--- config.mk ---
export PLATFORM = sky130hd
export DESIGN_NAME = tmg_back
export DESIGN_NICKNAME = d
export VERILOG_FILES = /design/src/design/tmg_pkg.sv /design/src/design/tmg_back.sv
export SDC_FILE = /design/constraint.sdc
export NUM_CORES = 1
export LEC_CHECK = 0
export ABC_AREA = 1
export BUFFER_PORTS_ARGS = -buffer_cell sky130_fd_sc_hd__buf_2
export CAP_MARGIN = 20
export CORE_ASPECT_RATIO = 1.75
export CORE_MARGIN = 1
export CORE_UTILIZATION = 51
export CTS_CLUSTER_SIZE = 10
export DETAILED_ROUTE_END_ITERATION = 6
export GPL_TIMING_DRIVEN = 0
export HOLD_SLACK_MARGIN = 0.15
export PLACE_DENSITY = 0.83
export SLEW_MARGIN = 20
export SYNTH_ARGS = -nofsm -noshare
export SYNTH_HDL_FRONTEND = slang
export SYNTH_SLANG_ARGS = --single-unit
--- constraint.sdc ---
create_clock -name clk -period 3.25 [get_ports clk]
set_input_delay 0.325 -clock clk [delete_from_list [all_inputs] [get_ports clk]]
set_output_delay 0.325 -clock clk [all_outputs]
set_load 0.02 [all_outputs]
--- src/design/tmg_pkg.sv ---
// ----------------------------------------------------------------------------
// tmg_pkg: shared types and constants for the glyph row renderer
// Holds the font store geometry, the request codes, the job record passed
// from the front end to the pixel back end, and the fixed 16-color palette.
// ----------------------------------------------------------------------------
`default_nettype none

package tmg_pkg;

  // Number of scan lines in one glyph (legal range 8 to 16; the row index is four bits).
  localparam int GLYPH_HEIGHT = 16;
  localparam int FONT_DEPTH   = 256 * GLYPH_HEIGHT;
  localparam int FONT_AW      = $clog2(FONT_DEPTH);

  localparam int PIXELS_PER_ROW = 8;
  localparam int COL_W          = $clog2(PIXELS_PER_ROW);

  // Depth of the job queue between front end and back end.
  localparam int QUEUE_DEPTH = 2;
  localparam int QPTR_W      = $clog2(QUEUE_DEPTH);
  localparam int QCNT_W      = $clog2(QUEUE_DEPTH + 1);

  typedef enum logic [0:0] {
    REQ_LOAD   = 1'b0,
    REQ_RENDER = 1'b1
  } req_t;

  // One glyph row ready to be turned into pixels.
  typedef struct packed {
    logic [7:0] font_bits;
    logic [3:0] fg_idx;
    logic [2:0] bg_idx;
  } job_t;

  // Standard 16-entry EGA palette, 0xRRGGBB.
  function automatic logic [23:0] tmg_palette(input logic [3:0] idx);
    logic [23:0] rgb;
    unique case (idx)
      4'd0:    rgb = 24'h000000;
      4'd1:    rgb = 24'h0000aa;
      4'd2:    rgb = 24'h00aa00;
      4'd3:    rgb = 24'h00aaaa;
      4'd4:    rgb = 24'haa0000;
      4'd5:    rgb = 24'haa00aa;
      4'd6:    rgb = 24'haa5500;
      4'd7:    rgb = 24'haaaaaa;
      4'd8:    rgb = 24'h555555;
      4'd9:    rgb = 24'h5555ff;
      4'd10:   rgb = 24'h55ff55;
      4'd11:   rgb = 24'h55ffff;
      4'd12:   rgb = 24'hff5555;
      4'd13:   rgb = 24'hff55ff;
      4'd14:   rgb = 24'hffff55;
      default: rgb = 24'hffffff;
    endcase
    return rgb;
  endfunction

endpackage

`default_nettype wire

--- src/design/tmg_back.sv ---
// ----------------------------------------------------------------------------
// tmg_back: pixel serializer
// Takes one job at a time and emits its eight pixels, leftmost first, through
// a registered output stage.
// ----------------------------------------------------------------------------
`default_nettype none

module tmg_back
  import tmg_pkg::*;
(
  input  wire logic        clk,
  input  wire logic        rst_n,
  input  wire logic        q_vld,
  input  job_t             q_job,
  output logic             q_pop,
  output logic             out_valid,
  input  wire logic        out_stall,
  output logic [23:0]      out_pixel_rgb,
  output logic [2:0]       out_pixel_column,
  output logic             out_last_pixel
);

  job_t             act_r, act_nxt;
  logic             act_vld_r, act_vld_nxt;
  logic [COL_W-1:0] col_r, col_nxt;
  logic             out_vld_r, out_vld_nxt;
  logic [23:0]      out_rgb_r;
  logic [COL_W-1:0] out_col_r;
  logic             out_last_r;

  logic             adv;
  logic             emit;
  logic             fin;
  logic             lit;
  logic [3:0]       color_idx;

  assign adv       = !out_vld_r || !out_stall;
  assign emit      = adv && act_vld_r;
  assign fin       = emit && (32'(col_r) == PIXELS_PER_ROW - 1);
  assign q_pop     = q_vld && (!act_vld_r || fin);
  assign lit       = act_r.font_bits[COL_W'(PIXELS_PER_ROW - 1) - col_r];
  assign color_idx = lit ? act_r.fg_idx : {1'b0, act_r.bg_idx};

  always_comb begin
    act_nxt     = act_r;
    act_vld_nxt = act_vld_r;
    col_nxt     = col_r;
    if (emit) begin
      col_nxt = col_r + 1'b1;
    end
    if (q_pop) begin
      act_nxt     = q_job;
      act_vld_nxt = 1'b1;
      col_nxt     = '0;
    end else if (fin) begin
      act_vld_nxt = 1'b0;
    end
    out_vld_nxt = adv ? act_vld_r : out_vld_r;
  end

  always_ff @(posedge clk) begin
    act_r <= act_nxt;
    if (emit) begin
      out_rgb_r  <= tmg_palette(color_idx);
      out_col_r  <= col_r;
      out_last_r <= (32'(col_r) == PIXELS_PER_ROW - 1);
    end
  end

  always_ff @(posedge clk) begin
    if (!rst_n) begin
      act_vld_r <= 1'b0;
      col_r     <= '0;
      out_vld_r <= 1'b0;
    end else begin
      act_vld_r <= act_vld_nxt;
      col_r     <= col_nxt;
      out_vld_r <= out_vld_nxt;
    end
  end

  assign out_valid        = out_vld_r;
  assign out_pixel_rgb    = out_rgb_r;
  assign out_pixel_column = 3'(out_col_r);
  assign out_last_pixel   = out_last_r;

  // Once a pixel that is not the last one is taken, its neighbor follows.
  a_row_continues: assert property (@(posedge clk) disable iff (!rst_n)
    (out_vld_r && !out_stall && !out_last_r)
      |=> (out_vld_r && out_col_r == $past(out_col_r) + 1'b1))
    else $error("glyph row interrupted before its last pixel");

  a_last_marks_end: assert property (@(posedge clk) disable iff (!rst_n)
    out_vld_r |-> (out_last_r == (32'(out_col_r) == PIXELS_PER_ROW - 1)))
    else $error("last pixel flag disagrees with the column");

endmodule

`default_nettype wire

==> results of run 1 <==
## layout by cell type, fill, tap and decap left out
cell type / Yosys / routed
inv_2: 1 / 1
buf_2: 0 / 48
edfxtp_1: 24 / 24
buf_4: 19 / 19
nand2_2: 5 / 5
nand3_1: 7 / 7
clkbuf_8: 0 / 6
o21ai_0: 1 / 1
a21oi_1: 5 / 5
nor2_2: 0 / 1
nor2_1: 3 / 2
clkbuf_1: 0 / 2
nand2_1: 20 / 20
nand3b_1: 1 / 1
dfxtp_1: 5 / 5
ha_1: 2 / 2
nand3_2: 4 / 4
inv_1: 18 / 18
## layer usage
metal / share of wire / wire length [um] / vias up
li1: - / - / 461
met1: 0.28 / 547 / 412
met2: 0.58 / 1150 / 57
met3: 0.10 / 198 / 9
met4: 0.046 / 91 / 0
met5: 0 / 0 / -
## worst reg2reg max path, cell delays in order (launching register included)
cell and delay [ns]:
dfxtp_1 0.48, ha_1 0.22, ha_1 0.16, a21oi_1 0.11, nor2_2 0.54
## cell type report
| class | count | area, um^2 |
|---|---|---|
| Multi-Input combinational cell | 48 | 258 |
| Buffer | 19 | 143 |
| Sequential cell | 29 | 821 |
| Timing Repair Buffer | 48 | 240 |
| Inverter | 19 | 71.3 |
| Fill cell | 152 | 677 |
| Tap cell | 25 | 31.3 |
| Clock buffer | 8 | 90.1 |
## cell families (layout without fill, tap and decap cells)
logic type | count (synthesis) | count (layout) | share of synthesized area
AND/OR/NAND/NOR | 40 | 40 | 0.155
AO/OA/AOI/OAI | 6 | 6 | 0.0233
flip-flops | 29 | 29 | 0.636
buffers and inverters | 38 | 94 | 0.166
adder cells (fa/ha/maj) | 2 | 2 | 0.0194
## path summary, 6_finish.rpt
path	endpoint	cells past startpoint	slack, ns	startpoint
max	q_pop	5	0.85	col_r[0]
max reg2reg	act_r[13]	4	1.36	col_r[0]
min	act_r[6]	1	0.22	q_job[6]
min reg2reg	out_valid	2	0.48	act_vld_r
## synth_stat cells
cell,n,area (um^2)
a21oi_1,5,25.0
buf_4,19,143
dfxtp_1,5,100
edfxtp_1,24,721
ha_1,2,25.0
inv_1,18,67.6
inv_2,1,3.75
nand2_1,20,75.1
nand2_2,5,31.3
nand3_1,7,35.0
nand3_2,4,40.0
nand3b_1,1,7.51
nor2_1,3,11.3
o21ai_0,1,5.00
## flip-flops by register name, summed over array words and instances (netlist names)
| name | cells |
|---|---|
| act_r | 15 |
| out_last_pixel | 1 |
| act_vld_r | 1 |
| out_pixel_rgb | 5 |
| col_r | 3 |
| out_valid | 1 |
| out_pixel_column | 3 |
## stage by stage
stage / utilization / setup slack [ns] / hold slack (ns) / cells
final: 0.710 / 0.846 / 0.222 / 196
after global routing: 0.710 / 0.660 / 0.213 / 196
after floorplan: - / 1.12 / 0.424 / 115
after global placement: 0.670 / 0.874 / 0.451 / 188
after detailed placement: 0.670 / 0.799 / 0.472 / 188
after CTS: 0.709 / 0.496 / 0.217 / 196
## where the power goes
group | total (uW) | internal (uW) | switching [uW]
sequential | 440 | 429 | 11.1
combinational | 136 | 57.1 | 79.2
clock | 293 | 172 | 121
==> results.toml, run 1 <==
[layout]
layout.nets = 191
diodes = 0
postLayoutCellArea_um2 = 1650
syn2layout_area_growth_pct = 28.2
layout-drive-gt1-share = 0.491

[synthesis]
synth_warnings = 0
avgSynthCellArea_um2 = 11.2
synth-seq-area-share = 0.636
synth_nets = 136
syn_area_um2 = 1290
ys_types = 14
postSynthCellCount = 115
synth_seq_cells = 29

[grt]
use_met3 = 0.0865
met2_usage = 0.329
grt_pass1_wl_um = 3190
grt_antenna_before_repair = 0
grt_pass1_vias = 849
grt_max_degree = 17
grt_use_met1 = 0.131
busiest_layer = "met2"
overflow = 0
track_usage = 0.185

[floorplanning]
coreArea_um2 = 2330
dieArea_um2 = 2740
start_util = 0.553
num_io_pins = 49
rows = 23
die_w_um = 40.0
die_h_um = 68.5

[power]
p_total_uw = 869
power_leakage_uw = 0.000814
ir_drop_mv = 0.361
power_density_nw_per_um2 = 525

[placement]
gp_congestion = 0.793
port_buffers = 48
dpl.hpwl_um = 1500
dpl_cell_area_um2 = 1560

[min_path]
hp-class = "in -> reg"

[setup_path]
critical_path.most_common_cell = "ha_1"
crit_required_ns = 2.92
cp-start-kind = "flip-flop"
endpoint_kind = "output port"
path_buf_inv = 1
cp_cell_sequence = "ha_1 -> ha_1 -> a21oi_1 -> nor2_2 -> buf_2"
cp_max_fo = 16
crit_type = "reg -> out"
crit_path_max_incr_delay_ns = 0.54
crit_family = "simple AND/OR/NAND/NOR gates"
worstPathArrival_ns = 2.08
cpMaxStageDelayCell = "nor2_2"

[drt]
vias_per_cell = 4.79
drt_iter0_drc = 31
routed_wl_um = 1980
drc = 0
routedWlPerCell_um = 10.1
num_vias = 939
firstDrtPassIters = 4
ant_nets = 0

[clock_network]
post_cts.repair.setup_buffers = 0
cts_root_buf = "clkbuf_8"
clock-sinks = 29
clock_latency_ns = 0.28
cts-htree-levels = 2
numCtsBuffers = 5
postCtsHoldBufs = 0
cts_resized = 0
clock_path_buffers = 2
clk_pin_slew_worst_paths_ns = 0.06
tritoncts = "yes"

[timing]
worst_pin_slew_ns = 0.682
period_minus_slack_ns = 2.40
fmax_mhz = 416
fin_skew_ns = 0.00698
rsz0062_at_grt = "false"
drv_slew = 0
finalCritPeriodShare = 0.740
fin_setup_tns_ns = 0
hold_viol = 0
relSlewSlack = 0.545
setup_viol_count_final = 0

[outcome]
status = "finished, final reports clean"

[job]
cap_violations = 0
Power figures use the tool's default switching activity.
==> inputs of run 2 (changes only) <==
--- a/config.mk
+++ b/config.mk
@@ -10,12 +10,12 @@
 export CAP_MARGIN = 20
 export CORE_ASPECT_RATIO = 1.75
 export CORE_MARGIN = 1
-export CORE_UTILIZATION = 51
+export CORE_UTILIZATION = 47
 export CTS_CLUSTER_SIZE = 10
 export DETAILED_ROUTE_END_ITERATION = 6
 export GPL_TIMING_DRIVEN = 0
 export HOLD_SLACK_MARGIN = 0.15
-export PLACE_DENSITY = 0.83
+export PLACE_DENSITY = 0.77
 export SLEW_MARGIN = 20
 export SYNTH_ARGS = -nofsm -noshare
 export SYNTH_HDL_FRONTEND = slang
==> constraint.sdc (replaced) <==
create_clock -name clk -period 2.3 [get_ports clk]
set_input_delay 0.23 -clock clk [delete_from_list [all_inputs] [get_ports clk]]
set_output_delay 0.23 -clock clk [all_outputs]
set_load 0.02 [all_outputs]
==> run 2 against run 1 <==
Against the previous run: non-clock buffer count increased by 15; setup slack got worse by 0.65 ns; sequential power grew 41%; critical path depth is the same; total power increased by 41%; clock skew rose by 0.0017 ns; worst hold slack worse by 0.036 ns; clock power rose by 32%; highest routed layer unchanged; global-route usage fell by 1.3 points.
==> results.toml, run 2 (synthesis gave the netlist of run 1 again) <==
[floorplanning]
coreArea_um2 = 2550
start_util = 0.505
die_h_um = 71.3
die_w_um = 41.6
num_io_pins = 49
rows = 24
dieArea_um2 = 2970

[power]
intPower_uw = 912
ir_drop_mv = 0.524
power_leakage_uw = 0.000877
switchingPower_uw = 310
switching_share = 0.253
sequentialPowerShare = 0.509
pwr-share-clk = 0.316
power_density_nw_per_um2 = 677
combPwrFrac = 0.175

[layout]
layout_common_cells = "buf_2, edfxtp_1, nand2_1"
diodes = 0
n_fill_cell = 175
final_common_cell = "buf_2"
largest_register = "act_r"
largest_reg_flops = 15
syn2layout_area_growth_pct = 39.8
regArea_um2 = 821
layout-drive-gt1-share = 0.457
layout.nets = 206
multi_input_area_um2 = 263

[outcome]
status = "finished, final reports clean"

[drt]
vias_per_cell = 4.59
ant_nets = 0
firstDrtPassIters = 4
drc = 0
routedWlPerCell_um = 10.6
routed_wl_um = 2240
drt_iter0_drc = 19
num_vias = 973

[placement]
dp_slack_ns = -0.0471
dpl.hpwl_um = 1440
port_buffers = 48
gp_congestion = 0.819

[timing]
setup_viol_count_final = 0
fin_skew_ns = 0.00869
period_minus_slack_ns = 2.10
worst_pin_slew_ns = 0.413
rsz0062_at_grt = "false"
fin_ws_ns = 0.198
hold_viol = 0
fmax_mhz = 476
drv_slew = 0
relSlewSlack = 0.725
finalCritPeriodShare = 0.914
holdWs_ns = 0.185

[setup_path]
endpoint_kind = "output port"
crit_family = "flip-flops"
ff2ff_setup_slack_ns = 0.60
worst_r2r_startpoint = "col_r[0]"
path_buf_inv = 1
critical_path.most_common_cell = "ha_1"
cp_cell_sequence = "ha_1 -> ha_1 -> a21oi_1 -> nor2_4 -> buf_2"
cp_max_fo = 16
rr_worst_depth = 4
crit_required_ns = 2.07
crit_path_max_incr_delay_ns = 0.49
r2r_end = "act_r[13]"
cp-start-kind = "flip-flop"
cpMaxStageDelayCell = "dfxtp_1"
crit_type = "reg -> out"
worstPathArrival_ns = 1.87
cp-startpoint = "col_r[0]"

[clock_network]
clock_latency_ns = 0.28
numCtsBuffers = 5
tritoncts = "yes"
cts_root_buf = "clkbuf_8"
clock-sinks = 29
clock_path_buffers = 2
clk_pin_slew_worst_paths_ns = 0.06
cts-htree-levels = 2

[grt]
overflow = 0
grt_max_degree = 17
grt_pass1_wl_um = 3800
grt_antenna_before_repair = 0
grt_pass1_vias = 956
track_usage = 0.172

[min_path]
whs_path_depth = 3
hp-class = "in -> reg"
min-delay-start = "q_vld"
hold_end = "act_vld_r"

[job]
cap_violations = 0
-- run 2: cell types whose count changed in the layout (fill, tap and decap cells not counted) --
cell / change
clkbuf_1: -1
clkbuf_8: -1
clkinv_2: +2
dlygate4sd3_1: +15
nor2_2: -1
nor2_4: +1
-- run 2: worst max-delay path by stage --
stage | cells after the start | end | slack [ns]
floorplan | 4 | act_r[0] | 0.17
global placement | 5 | q_pop | 0.02
detailed placement | 5 | q_pop | -0.05
CTS | 5 | q_pop | 0.19
global route | 5 | q_pop | 0.05
finish | 5 | q_pop | 0.20
-- run 2: stage by stage --
stage,util,power [uW],setup TNS (ns),std cells,cell area (um^2)
2_1_floorplan,-,765,0,115,1290
3_3_place_gp,0.612,817,0,189,1560
3_5_place_dp,0.612,825,-0.0471,189,1560
4_1_cts,0.706,1220,0,212,1800
5_1_grt,0.706,1270,0,212,1800
6_report,0.706,1220,0,212,1800
-- run 2: routing by layer --
| metal | wire, um | track usage |
|---|---|---|
| met1 | 686 | 0.132 |
| met2 | 1330 | 0.352 |
| met3 | 171 | 0.0655 |
| met4 | 46 | 0.0717 |
| met5 | 0 | 0 |
-- run 2: worst reg2reg max path, stage by stage, from the launching register on --
cell and delay [ns]:
dfxtp_1 0.49, ha_1 0.21, ha_1 0.16, a21oi_1 0.13, nor2_4 0.36
-- run 2: cell type report --
| cell class | count | area share |
|---|---|---|
| sequential | 29 | 0.455 |
| timing repair buffer | 63 | 0.217 |
| multi-input combinational | 48 | 0.146 |
| buffer | 19 | 0.0791 |
| clock buffer | 6 | 0.0402 |
| inverter | 19 | 0.0396 |
| tap | 26 | 0.0180 |
| clock inverter | 2 | 0.00555 |
-- run 2: power groups by stage --
stage / clock network [uW] / logic [uW] / registers (uW)
floorplan: 0 / 120 / 645
global placement: 0 / 186 / 630
detailed placement: 0 / 192 / 633
CTS: 382 / 213 / 622
global route: 411 / 231 / 627
finish: 386 / 214 / 622
-- run 2: what timing repair did --
action                                  4_1_cts  5_1_grt
buffers inserted                              0        0
endpoints found under the setup margin        1        0
hold endpoints to repair                     15        0
hold buffers                                 15        0
resized for setup                             2        0
