==> config.mk <==
export PLATFORM = sky130hd
export DESIGN_NAME = tmg_queue
export DESIGN_NICKNAME = d
export VERILOG_FILES = /design/src/design/tmg_pkg.sv /design/src/design/tmg_queue.sv
export SDC_FILE = /design/constraint.sdc
export NUM_CORES = 1
export LEC_CHECK = 0
export ABC_AREA = 1
export BUFFER_PORTS_ARGS = -buffer_cell sky130_fd_sc_hd__buf_2
export CAP_MARGIN = 10
export CORE_ASPECT_RATIO = 0.6
export CORE_UTILIZATION = 40
export CTS_CLUSTER_DIAMETER = 30
export DETAILED_ROUTE_END_ITERATION = 6
export SYNTH_ARGS = -nofsm -noshare
export SYNTH_HDL_FRONTEND = slang
export SYNTH_SLANG_ARGS = --single-unit
==> constraint.sdc <==
create_clock -name clk -period 2.1 [get_ports clk]
set_clock_uncertainty 0.1 [all_clocks]
set_input_delay 0.21 -clock clk [delete_from_list [all_inputs] [get_ports clk]]
set_output_delay 0.21 -clock clk [all_outputs]
set_load 0.01 [all_outputs]
==> src/design/tmg_pkg.sv <==
// ----------------------------------------------------------------------------
// tmg_pkg: shared types and constants for the glyph row renderer
// Holds the font store geometry, the request codes, the job record passed
// from the front end to the pixel back end, and the fixed 16-color palette.
// ----------------------------------------------------------------------------
`default_nettype none

package tmg_pkg;

  // Number of scan lines in one glyph (legal range 8 to 16; the row index is four bits).
  localparam int GLYPH_HEIGHT = 16;
  localparam int FONT_DEPTH   = 256 * GLYPH_HEIGHT;
  localparam int FONT_AW      = $clog2(FONT_DEPTH);

  localparam int PIXELS_PER_ROW = 8;
  localparam int COL_W          = $clog2(PIXELS_PER_ROW);

  // Depth of the job queue between front end and back end.
  localparam int QUEUE_DEPTH = 2;
  localparam int QPTR_W      = $clog2(QUEUE_DEPTH);
  localparam int QCNT_W      = $clog2(QUEUE_DEPTH + 1);

  typedef enum logic [0:0] {
    REQ_LOAD   = 1'b0,
    REQ_RENDER = 1'b1
  } req_t;

  // One glyph row ready to be turned into pixels.
  typedef struct packed {
    logic [7:0] font_bits;
    logic [3:0] fg_idx;
    logic [2:0] bg_idx;
  } job_t;

  // Standard 16-entry EGA palette, 0xRRGGBB.
  function automatic logic [23:0] tmg_palette(input logic [3:0] idx);
    logic [23:0] rgb;
    unique case (idx)
      4'd0:    rgb = 24'h000000;
      4'd1:    rgb = 24'h0000aa;
      4'd2:    rgb = 24'h00aa00;
      4'd3:    rgb = 24'h00aaaa;
      4'd4:    rgb = 24'haa0000;
      4'd5:    rgb = 24'haa00aa;
      4'd6:    rgb = 24'haa5500;
      4'd7:    rgb = 24'haaaaaa;
      4'd8:    rgb = 24'h555555;
      4'd9:    rgb = 24'h5555ff;
      4'd10:   rgb = 24'h55ff55;
      4'd11:   rgb = 24'h55ffff;
      4'd12:   rgb = 24'hff5555;
      4'd13:   rgb = 24'hff55ff;
      4'd14:   rgb = 24'hffff55;
      default: rgb = 24'hffffff;
    endcase
    return rgb;
  endfunction

endpackage

`default_nettype wire

==> src/design/tmg_queue.sv <==
// ----------------------------------------------------------------------------
// tmg_queue: job queue between front end and back end
// A small FIFO of job records so intake and pixel output stall separately.
// ----------------------------------------------------------------------------
`default_nettype none

module tmg_queue
  import tmg_pkg::*;
(
  input  wire logic clk,
  input  wire logic rst_n,
  input  wire logic push,
  input  job_t      push_job,
  output logic      full,
  input  wire logic pop,
  output logic      q_vld,
  output job_t      q_job
);

  job_t              entry_r [QUEUE_DEPTH];
  logic [QPTR_W-1:0] wr_ptr_r, wr_ptr_nxt;
  logic [QPTR_W-1:0] rd_ptr_r, rd_ptr_nxt;
  logic [QCNT_W-1:0] count_r, count_nxt;
  logic              do_push, do_pop;

  assign full    = (count_r == QCNT_W'(QUEUE_DEPTH));
  assign q_vld   = (count_r != '0);
  assign q_job   = entry_r[rd_ptr_r];
  assign do_push = push && !full;
  assign do_pop  = pop && q_vld;

  always_comb begin
    wr_ptr_nxt = wr_ptr_r;
    rd_ptr_nxt = rd_ptr_r;
    count_nxt  = count_r;
    if (do_push) begin
      wr_ptr_nxt = (32'(wr_ptr_r) == QUEUE_DEPTH - 1) ? '0 : wr_ptr_r + 1'b1;
    end
    if (do_pop) begin
      rd_ptr_nxt = (32'(rd_ptr_r) == QUEUE_DEPTH - 1) ? '0 : rd_ptr_r + 1'b1;
    end
    if (do_push && !do_pop) begin
      count_nxt = count_r + 1'b1;
    end else if (do_pop && !do_push) begin
      count_nxt = count_r - 1'b1;
    end
  end

  always_ff @(posedge clk) begin
    if (do_push) begin
      entry_r[wr_ptr_r] <= push_job;
    end
  end

  always_ff @(posedge clk) begin
    if (!rst_n) begin
      wr_ptr_r <= '0;
      rd_ptr_r <= '0;
      count_r  <= '0;
    end else begin
      wr_ptr_r <= wr_ptr_nxt;
      rd_ptr_r <= rd_ptr_nxt;
      count_r  <= count_nxt;
    end
  end

  // The front end must hold its job, unchanged, while the queue is full.
  a_hold_while_full: assert property (@(posedge clk) disable iff (!rst_n)
    (push && full) |=> (push && $stable(push_job)))
    else $error("job dropped or changed while the queue was full");

endmodule

`default_nettype wire

==> results of run 1 <==
[kinds of logic (layout without fill, tap and decap cells)]
family | count (synthesis) | after routing | synth area share [%]
flip-flops | 35 | 35 | 72.3
AO/OA/AOI/OAI | 5 | 5 | 2.26
AND/OR/NAND/NOR | 18 | 18 | 5.15
adder cells (fa/ha/maj) | 1 | 1 | 0.904
multiplexers | 15 | 15 | 14.9
buffers and inverters | 10 | 55 | 4.43
[path summary, 6_finish.rpt]
path	startpoint	to	slack, ns	depth (start not counted)
max reg2reg	count_r[1]$_SDFFE_PN0P_	count_r[1]$_SDFFE_PN0P_	0.59	9
min reg2reg	rd_ptr_r$_SDFFE_PN0P_	rd_ptr_r$_SDFFE_PN0P_	0.41	2
max	flop	q_job[8]	0.30	3
min	push_job[14]	entry_r[1][14]$_DFFE_PP_	0.02	1
[registers in the layout (all words and copies together), names as in the netlist, named ones only]
signal / flops
count_r: 2
entry_r: 30
rd_ptr_r: 1
wr_ptr_r: 1
[synthesized netlist by cell type (all sizes together)]
library cell  count  area share [%]
edfxtp           30              65
mux2             15              15
nor2              9             2.4
inv               8             2.2
nand2             7             1.9
dfxtp             5             7.2
o21ai             3             1.4
buf               2             2.3
a21oi             1            0.36
ha                1            0.90
nand3             1            0.36
nand4             1            0.45
o21a              1            0.54
[cell type report]
class	count	area [um^2]
Clock buffer	8	100
Fill cell	290	1570
Inverter	8	30.0
Multi-Input combinational cell	39	322
Sequential cell	35	1000
Tap cell	45	56.3
Timing Repair Buffer	39	205
[power groups by stage]
stage / Combinational (mW) / Sequential (mW) / Clock [mW]
4_1_cts: 0.564 / 0.943 / 0.532
2_1_floorplan: 0.416 / 0.933 / 0
3_3_place_gp: 0.550 / 0.953 / 0
6_report: 0.557 / 0.942 / 0.514
5_1_grt: 0.622 / 0.953 / 0.562
3_5_place_dp: 0.563 / 0.958 / 0
[layer usage]
metal	GRT usage, %	part of all wire (%)
met1	14.8	48
met2	19.3	46
met3	6.29	5.9
met4	4.44	0
met5	0	0
[cells in the final DEF (no fill, tap or decap)]
| cell | count |
|---|---|
| edfxtp_1 | 30 |
| nor2_1 | 9 |
| o21ai_0 | 2 |
| clkbuf_8 | 7 |
| inv_1 | 7 |
| ha_1 | 1 |
| mux2_4 | 10 |
| nand2_1 | 7 |
| o21ai_2 | 1 |
| clkbuf_1 | 1 |
| dfxtp_1 | 5 |
| nand3_1 | 1 |
| mux2_2 | 5 |
| a21oi_1 | 1 |
| inv_2 | 1 |
| buf_4 | 4 |
| o21a_1 | 1 |
| buf_2 | 35 |
| nand4_1 | 1 |
[worst max-delay path, cell delays in order, from the launching register on]
cell and delay [ns]:
dfxtp_1 0.50, buf_4 0.23, mux2_2 0.34, buf_2 0.14
==> flow_summary.ini, run 1 <==
[routing]
drt-vias-per-instance = 4.42
detailedRoute.firstIterationViolations = 26
antenna_violating_nets_post_route = 0
drt_drc_violations_left = 0
wl_per_cell_um = 12.3
via_count = 769
drtPass1Iterations = 3
totalWireLength_mm = 2.13

[timing]
final_period_minus_worst_setup_slack_ns = 1.80
final_critical_path_setup_slack_ns = 0.304
grt_setup_unrepaired = false
slew-limit-headroom_pct = 79.6
finalSetupViolCount = 0
whs_ns = 0.0209
setup_tns_ns = 0
timing_worst_slew_pin_value_ns = 0.306
fin_crit_sh_pct = 85.5
finalHoldViolations = 0
achievable-frequency_mhz = 557
timing.final.max_slew_violations = 0

[clocking]
clkLatencyLatePin_ns = 0.27
cts_tree = built
total_clock_buffers_created_by_cts = 5
clock_sinks = 35
cts.htree.levels = 2
cts_resized = 0
cts_max_path_buffers = 2
buffer_type_at_the_clock_tree_root = clkbuf_8
cts_hold_buffers = 0
postCtsSetupRepairBufs = 0
worst_path_clk_slew_ns = 0.07

[power_and_ir_drop]
net-switching-power_uw = 558
irDropWorstVdd_mv = 0.488
internal-power_mw = 1.45
p_comb_share_pct = 27.7
power_leakage_nw = 0.711
sequentialPowerShare_pct = 46.8
power.share.switching_pct = 27.7
post-layout-total-power_mw = 2.01
share_clk_of_total_power_pct = 25.5
power_density_mw_per_mm2 = 1170

[synth]
syn_nets = 104
ys_warn_count = 0
synth_cells = 84
synth.ff_latch_count = 35
synth_sequential_area_ratio_pct = 72.3
netlist_cell_types = 17
synthesis.area_mm2 = 0.00138
postSynthAreaPerCell_um2 = 16.5

[cells_and_area]
postLayoutCoreUtil_pct = 52.2
layout_cells_excl_fill = 174
area_growth_from_synthesis_to_layout_pct = 23.9
n_antenna_cell = 0
stdcell_area_mm2 = 0.00171
finalNetCount = 148
layout-drive-gt1-share_pct = 48.8

[grt]
gr-usage-all-layers_pct = 12.2
grt_pass1_vias = 669
maximum_number_of_pins_on_one_net_before_global_route_repair = 16
antenna_violations_before_repair = 0
grt_first_pass_wirelength_mm = 3.11
global_route.overflow_total = 0

[worst_setup_path]
critical_path.endpoint_type = primary output
critical_path.max_fanout = 6
cp_data_required_time_ns = 1.79
startpoint_kind_of_the_worst_setup_timing_path = flop
crit_type = flop to primary output
cp_data_arrival_time_ns = 1.49

[flow_run]
drv.max_cap_violation_count = 0

[placed_design]
dpl.cell_count = 166
gpl.final_weighted_congestion = 0.708
pre_cts_slack_ns = 0.578
detailedPlacementHpwl_mm = 1.50
io_buffers = 35
place_area_mm2 = 0.00161

[die]
initial_utilization_pct = 42.1
die_height_um = 47.6
fp.dieW_um = 77.9
io_pins = 36
core.rowCount = 16
floorplan.core_area_mm2 = 0.00328
fp.dieArea_mm2 = 0.00371

[outcome]
run_status = complete, no violations

[hold_path]
path_type_of_the_worst_min_delay_path = input pin to flop
Power figures use the tool's default switching activity.
==> run 2: changes to the inputs <==
--- a/config.mk
+++ b/config.mk
@@ -5,7 +5,7 @@
 export SDC_FILE = /design/constraint.sdc
 export NUM_CORES = 1
 export LEC_CHECK = 0
-export ABC_AREA = 1
+export ABC_AREA = 0
 export BUFFER_PORTS_ARGS = -buffer_cell sky130_fd_sc_hd__buf_2
 export CAP_MARGIN = 10
 export CORE_ASPECT_RATIO = 0.6
==> constraint.sdc (replaced) <==
create_clock -name clk -period 1.8 [get_ports clk]
set_clock_uncertainty 0.1 [all_clocks]
set_input_delay 0.18 -clock clk [delete_from_list [all_inputs] [get_ports clk]]
set_output_delay 0.18 -clock clk [all_outputs]
set_load 0.01 [all_outputs]
==> run 2 against run 1 <==
Synthesized area shrank 4.7%. Synthesized cell count shrank 14%. Power grew 14%.
==> flow_summary.ini, run 2 <==
[outcome]
run_status = complete, no violations

[clocking]
total_clock_buffers_created_by_cts = 5
cts_tree = built
buffer_type_at_the_clock_tree_root = clkbuf_8
cts_max_path_buffers = 2
cts.htree.levels = 2
clock_sinks = 35
postCtsSetupRepairBufs = 0
worst_path_clk_slew_ns = 0.06
clkLatencyLatePin_ns = 0.28

[synth]
synth.ff_latch_count = 35
post-synth-top-count-cell = edfxtp_1
synthArstFlopShare_pct = 0
syn_nets = 92
synth-edff-count = 30
synth_cells = 72
synth_top_area_cell = edfxtp_1
yosys-top-cells-area = edfxtp_1 68%, mux2_2 13%, dfxtp_1 7.6%, and2_1 1.4%, xnor2_1 1.3%
postSynthAreaPerCell_um2 = 18.3
netlist_top_cells_count = 30 x edfxtp_1, 15 x mux2_2, 5 x dfxtp_1, 3 x and2_1, 2 x xnor2_1
synth_sequential_area_ratio_pct = 75.9
netlist_cell_types = 22
synthesis.area_mm2 = 0.00132
ys_warn_count = 0
post-synth-top-area-fraction_pct = 68.3
synth_ff_type = edfxtp_1

[power_and_ir_drop]
power_leakage_nw = 0.705
irDropWorstVdd_mv = 0.656
post-layout-total-power_mw = 2.30
power_density_mw_per_mm2 = 1280

[grt]
grtUsageMet3_pct = 6.34
grt_first_pass_wirelength_mm = 3.53
groute.layer.met2.usage_pct = 23.3
grt_util_met1_pct = 16.8
maximum_number_of_pins_on_one_net_before_global_route_repair = 17
gr-usage-all-layers_pct = 14.5
global_route.overflow_total = 0
antenna_violations_before_repair = 0
grt.busiest_layer = met2
grt_pass1_vias = 828

[hold_path]
path_type_of_the_worst_min_delay_path = input pin to flop

[cells_and_area]
top_regs = entry_r x30, count_r x2
n_antenna_cell = 0
layout-drive-gt1-share_pct = 48.5
layout_common_cells = 35 x buf_2, 30 x edfxtp_1, 15 x mux2_2, 15 x dlygate4sd3_1, 5 x clkbuf_8
top_reg_by_flops = entry_r
area_growth_from_synthesis_to_layout_pct = 36.2
largest_register_ffs = 30
num-fill-cells = 238
mostFrequentLayoutCell = buf_2
finalNetCount = 151

[die]
fp.dieW_um = 76.1
core.rowCount = 15
die_height_um = 46.5
io_pins = 36
initial_utilization_pct = 43.9
floorplan.core_area_mm2 = 0.00300
fp.dieArea_mm2 = 0.00354

[placed_design]
io_buffers = 35
gpl.final_weighted_congestion = 0.773
detailedPlacementHpwl_mm = 1.43

[routing]
drt-vias-per-instance = 4.61
drtPass1Iterations = 4
wl_per_cell_um = 12.7
detailedRoute.firstIterationViolations = 29
via_count = 803
totalWireLength_mm = 2.20
drt_drc_violations_left = 0
antenna_violating_nets_post_route = 0

[worst_setup_path]
cp_data_required_time_ns = 1.89
cp_data_arrival_time_ns = 1.79
crit_type = flop to flop
critical_path.max_fanout = 5
startpoint_kind_of_the_worst_setup_timing_path = flop
critical_path.endpoint_type = flop

[timing]
timing_worst_slew_pin_value_ns = 0.223
whs_ns = 0.0649
slew-limit-headroom_pct = 85.0
achievable-frequency_mhz = 590
grt_setup_unrepaired = false
setup_tns_ns = 0
finalSetupViolCount = 0
timing.final.max_slew_violations = 0
final_period_minus_worst_setup_slack_ns = 1.69
finalHoldViolations = 0
fin_crit_sh_pct = 94.1

[flow_run]
drv.max_cap_violation_count = 0
==> run 2: cell count changes in the layout (fill, tap and decap cells not counted), moves of 3 or more <==
cell | previous run | this run
nor2_1 | 9 | 1
mux2_2 | 5 | 15
dlygate4sd3_1 | 0 | 15
nand2_1 | 7 | 0
mux2_4 | 10 | 0
inv_1 | 7 | 1
and2_1 | 0 | 3
==> run 2: timing repair <==
item | in CTS | in global routing
gates resized for setup | 0 | 1
endpoints found under the setup margin | 0 | 1
hold buffers | 15 | 0
hold endpoints to repair | 30 | 0
==> run 2: worst paths after layout <==
path | depth (start not counted) | start | slack, ns | end
worst min register to register | 2 | count_r[1]$_SDFFE_PN0P_ | 0.46 | count_r[1]$_SDFFE_PN0P_
worst max-delay path | 7 | count_r[0]$_SDFFE_PN0P_ | 0.11 | count_r[1]$_SDFFE_PN0P_
worst min-delay path | 2 | rst_n | 0.06 | wr_ptr_r$_SDFFE_PN0N_
worst max register to register | 7 | count_r[0]$_SDFFE_PN0P_ | 0.11 | count_r[1]$_SDFFE_PN0P_
==> run 2: area by class of cell <==
type	count	area, um^2	share of cell area, %
Clock buffer	7	76.3	4.25
Timing Repair Buffer	54	355	19.8
Sequential cell	35	1000	55.8
Inverter	2	7.51	0.418
Tap cell	42	52.6	2.92
Clock inverter	1	5.00	0.279
Multi-Input combinational cell	33	298	16.6
==> run 2: per-stage QoR <==
stage,cell area (um^2),worst slack (ns),utilization (%),cells
after floorplan,1320,0.0653,-,72
after global placement,1560,0.231,52.1,151
after detailed placement,1560,0.0812,52.1,151
after CTS,1800,0.0613,59.8,174
after global routing,1800,0.00654,59.8,174
final,1800,0.106,59.8,174
==> run 2: cells by family (layout without fill, tap and decap cells) <==
| kind of cell | count (synthesis) | in the layout | synth area share, % |
|---|---|---|---|
| muxes | 15 | 15 | 12.8 |
| buffers and inverters | 4 | 64 | 1.52 |
| DFF | 35 | 35 | 75.9 |
| AOI/OAI and AO/OA | 5 | 5 | 2.47 |
| xor gates and xnor gates | 3 | 3 | 1.99 |
| adders and majority gates | 1 | 1 | 0.949 |
| and+or+nand+nor | 9 | 9 | 4.37 |
==> run 2: power by group <==
| group | internal (mW) | leakage, nW | switching, mW |
|---|---|---|---|
| clock | 0.271 | 0.0422 | 0.246 |
| combinational | 0.360 | 0.341 | 0.341 |
| sequential | 1.03 | 0.322 | 0.0499 |
| total | 1.66 | 0.705 | 0.636 |
==> run 2: routing by layer <==
layer	share of wire (%)	wire length [um]	vias up
met1	45	999	380
met2	46	1020	30
met4	2.2	48	0
met3	6.3	139	6
met5	0	0	-
li1	-	-	387
==> run 2: critical path, stage by stage, from the launching register on <==
cell and delay (ns):
dfxtp_2 0.34, nand2b_1 0.18, inv_2 0.09, nor2_1 0.05, ha_1 0.19, xor2_1 0.16, or3_1 0.30, a21boi_1 0.19
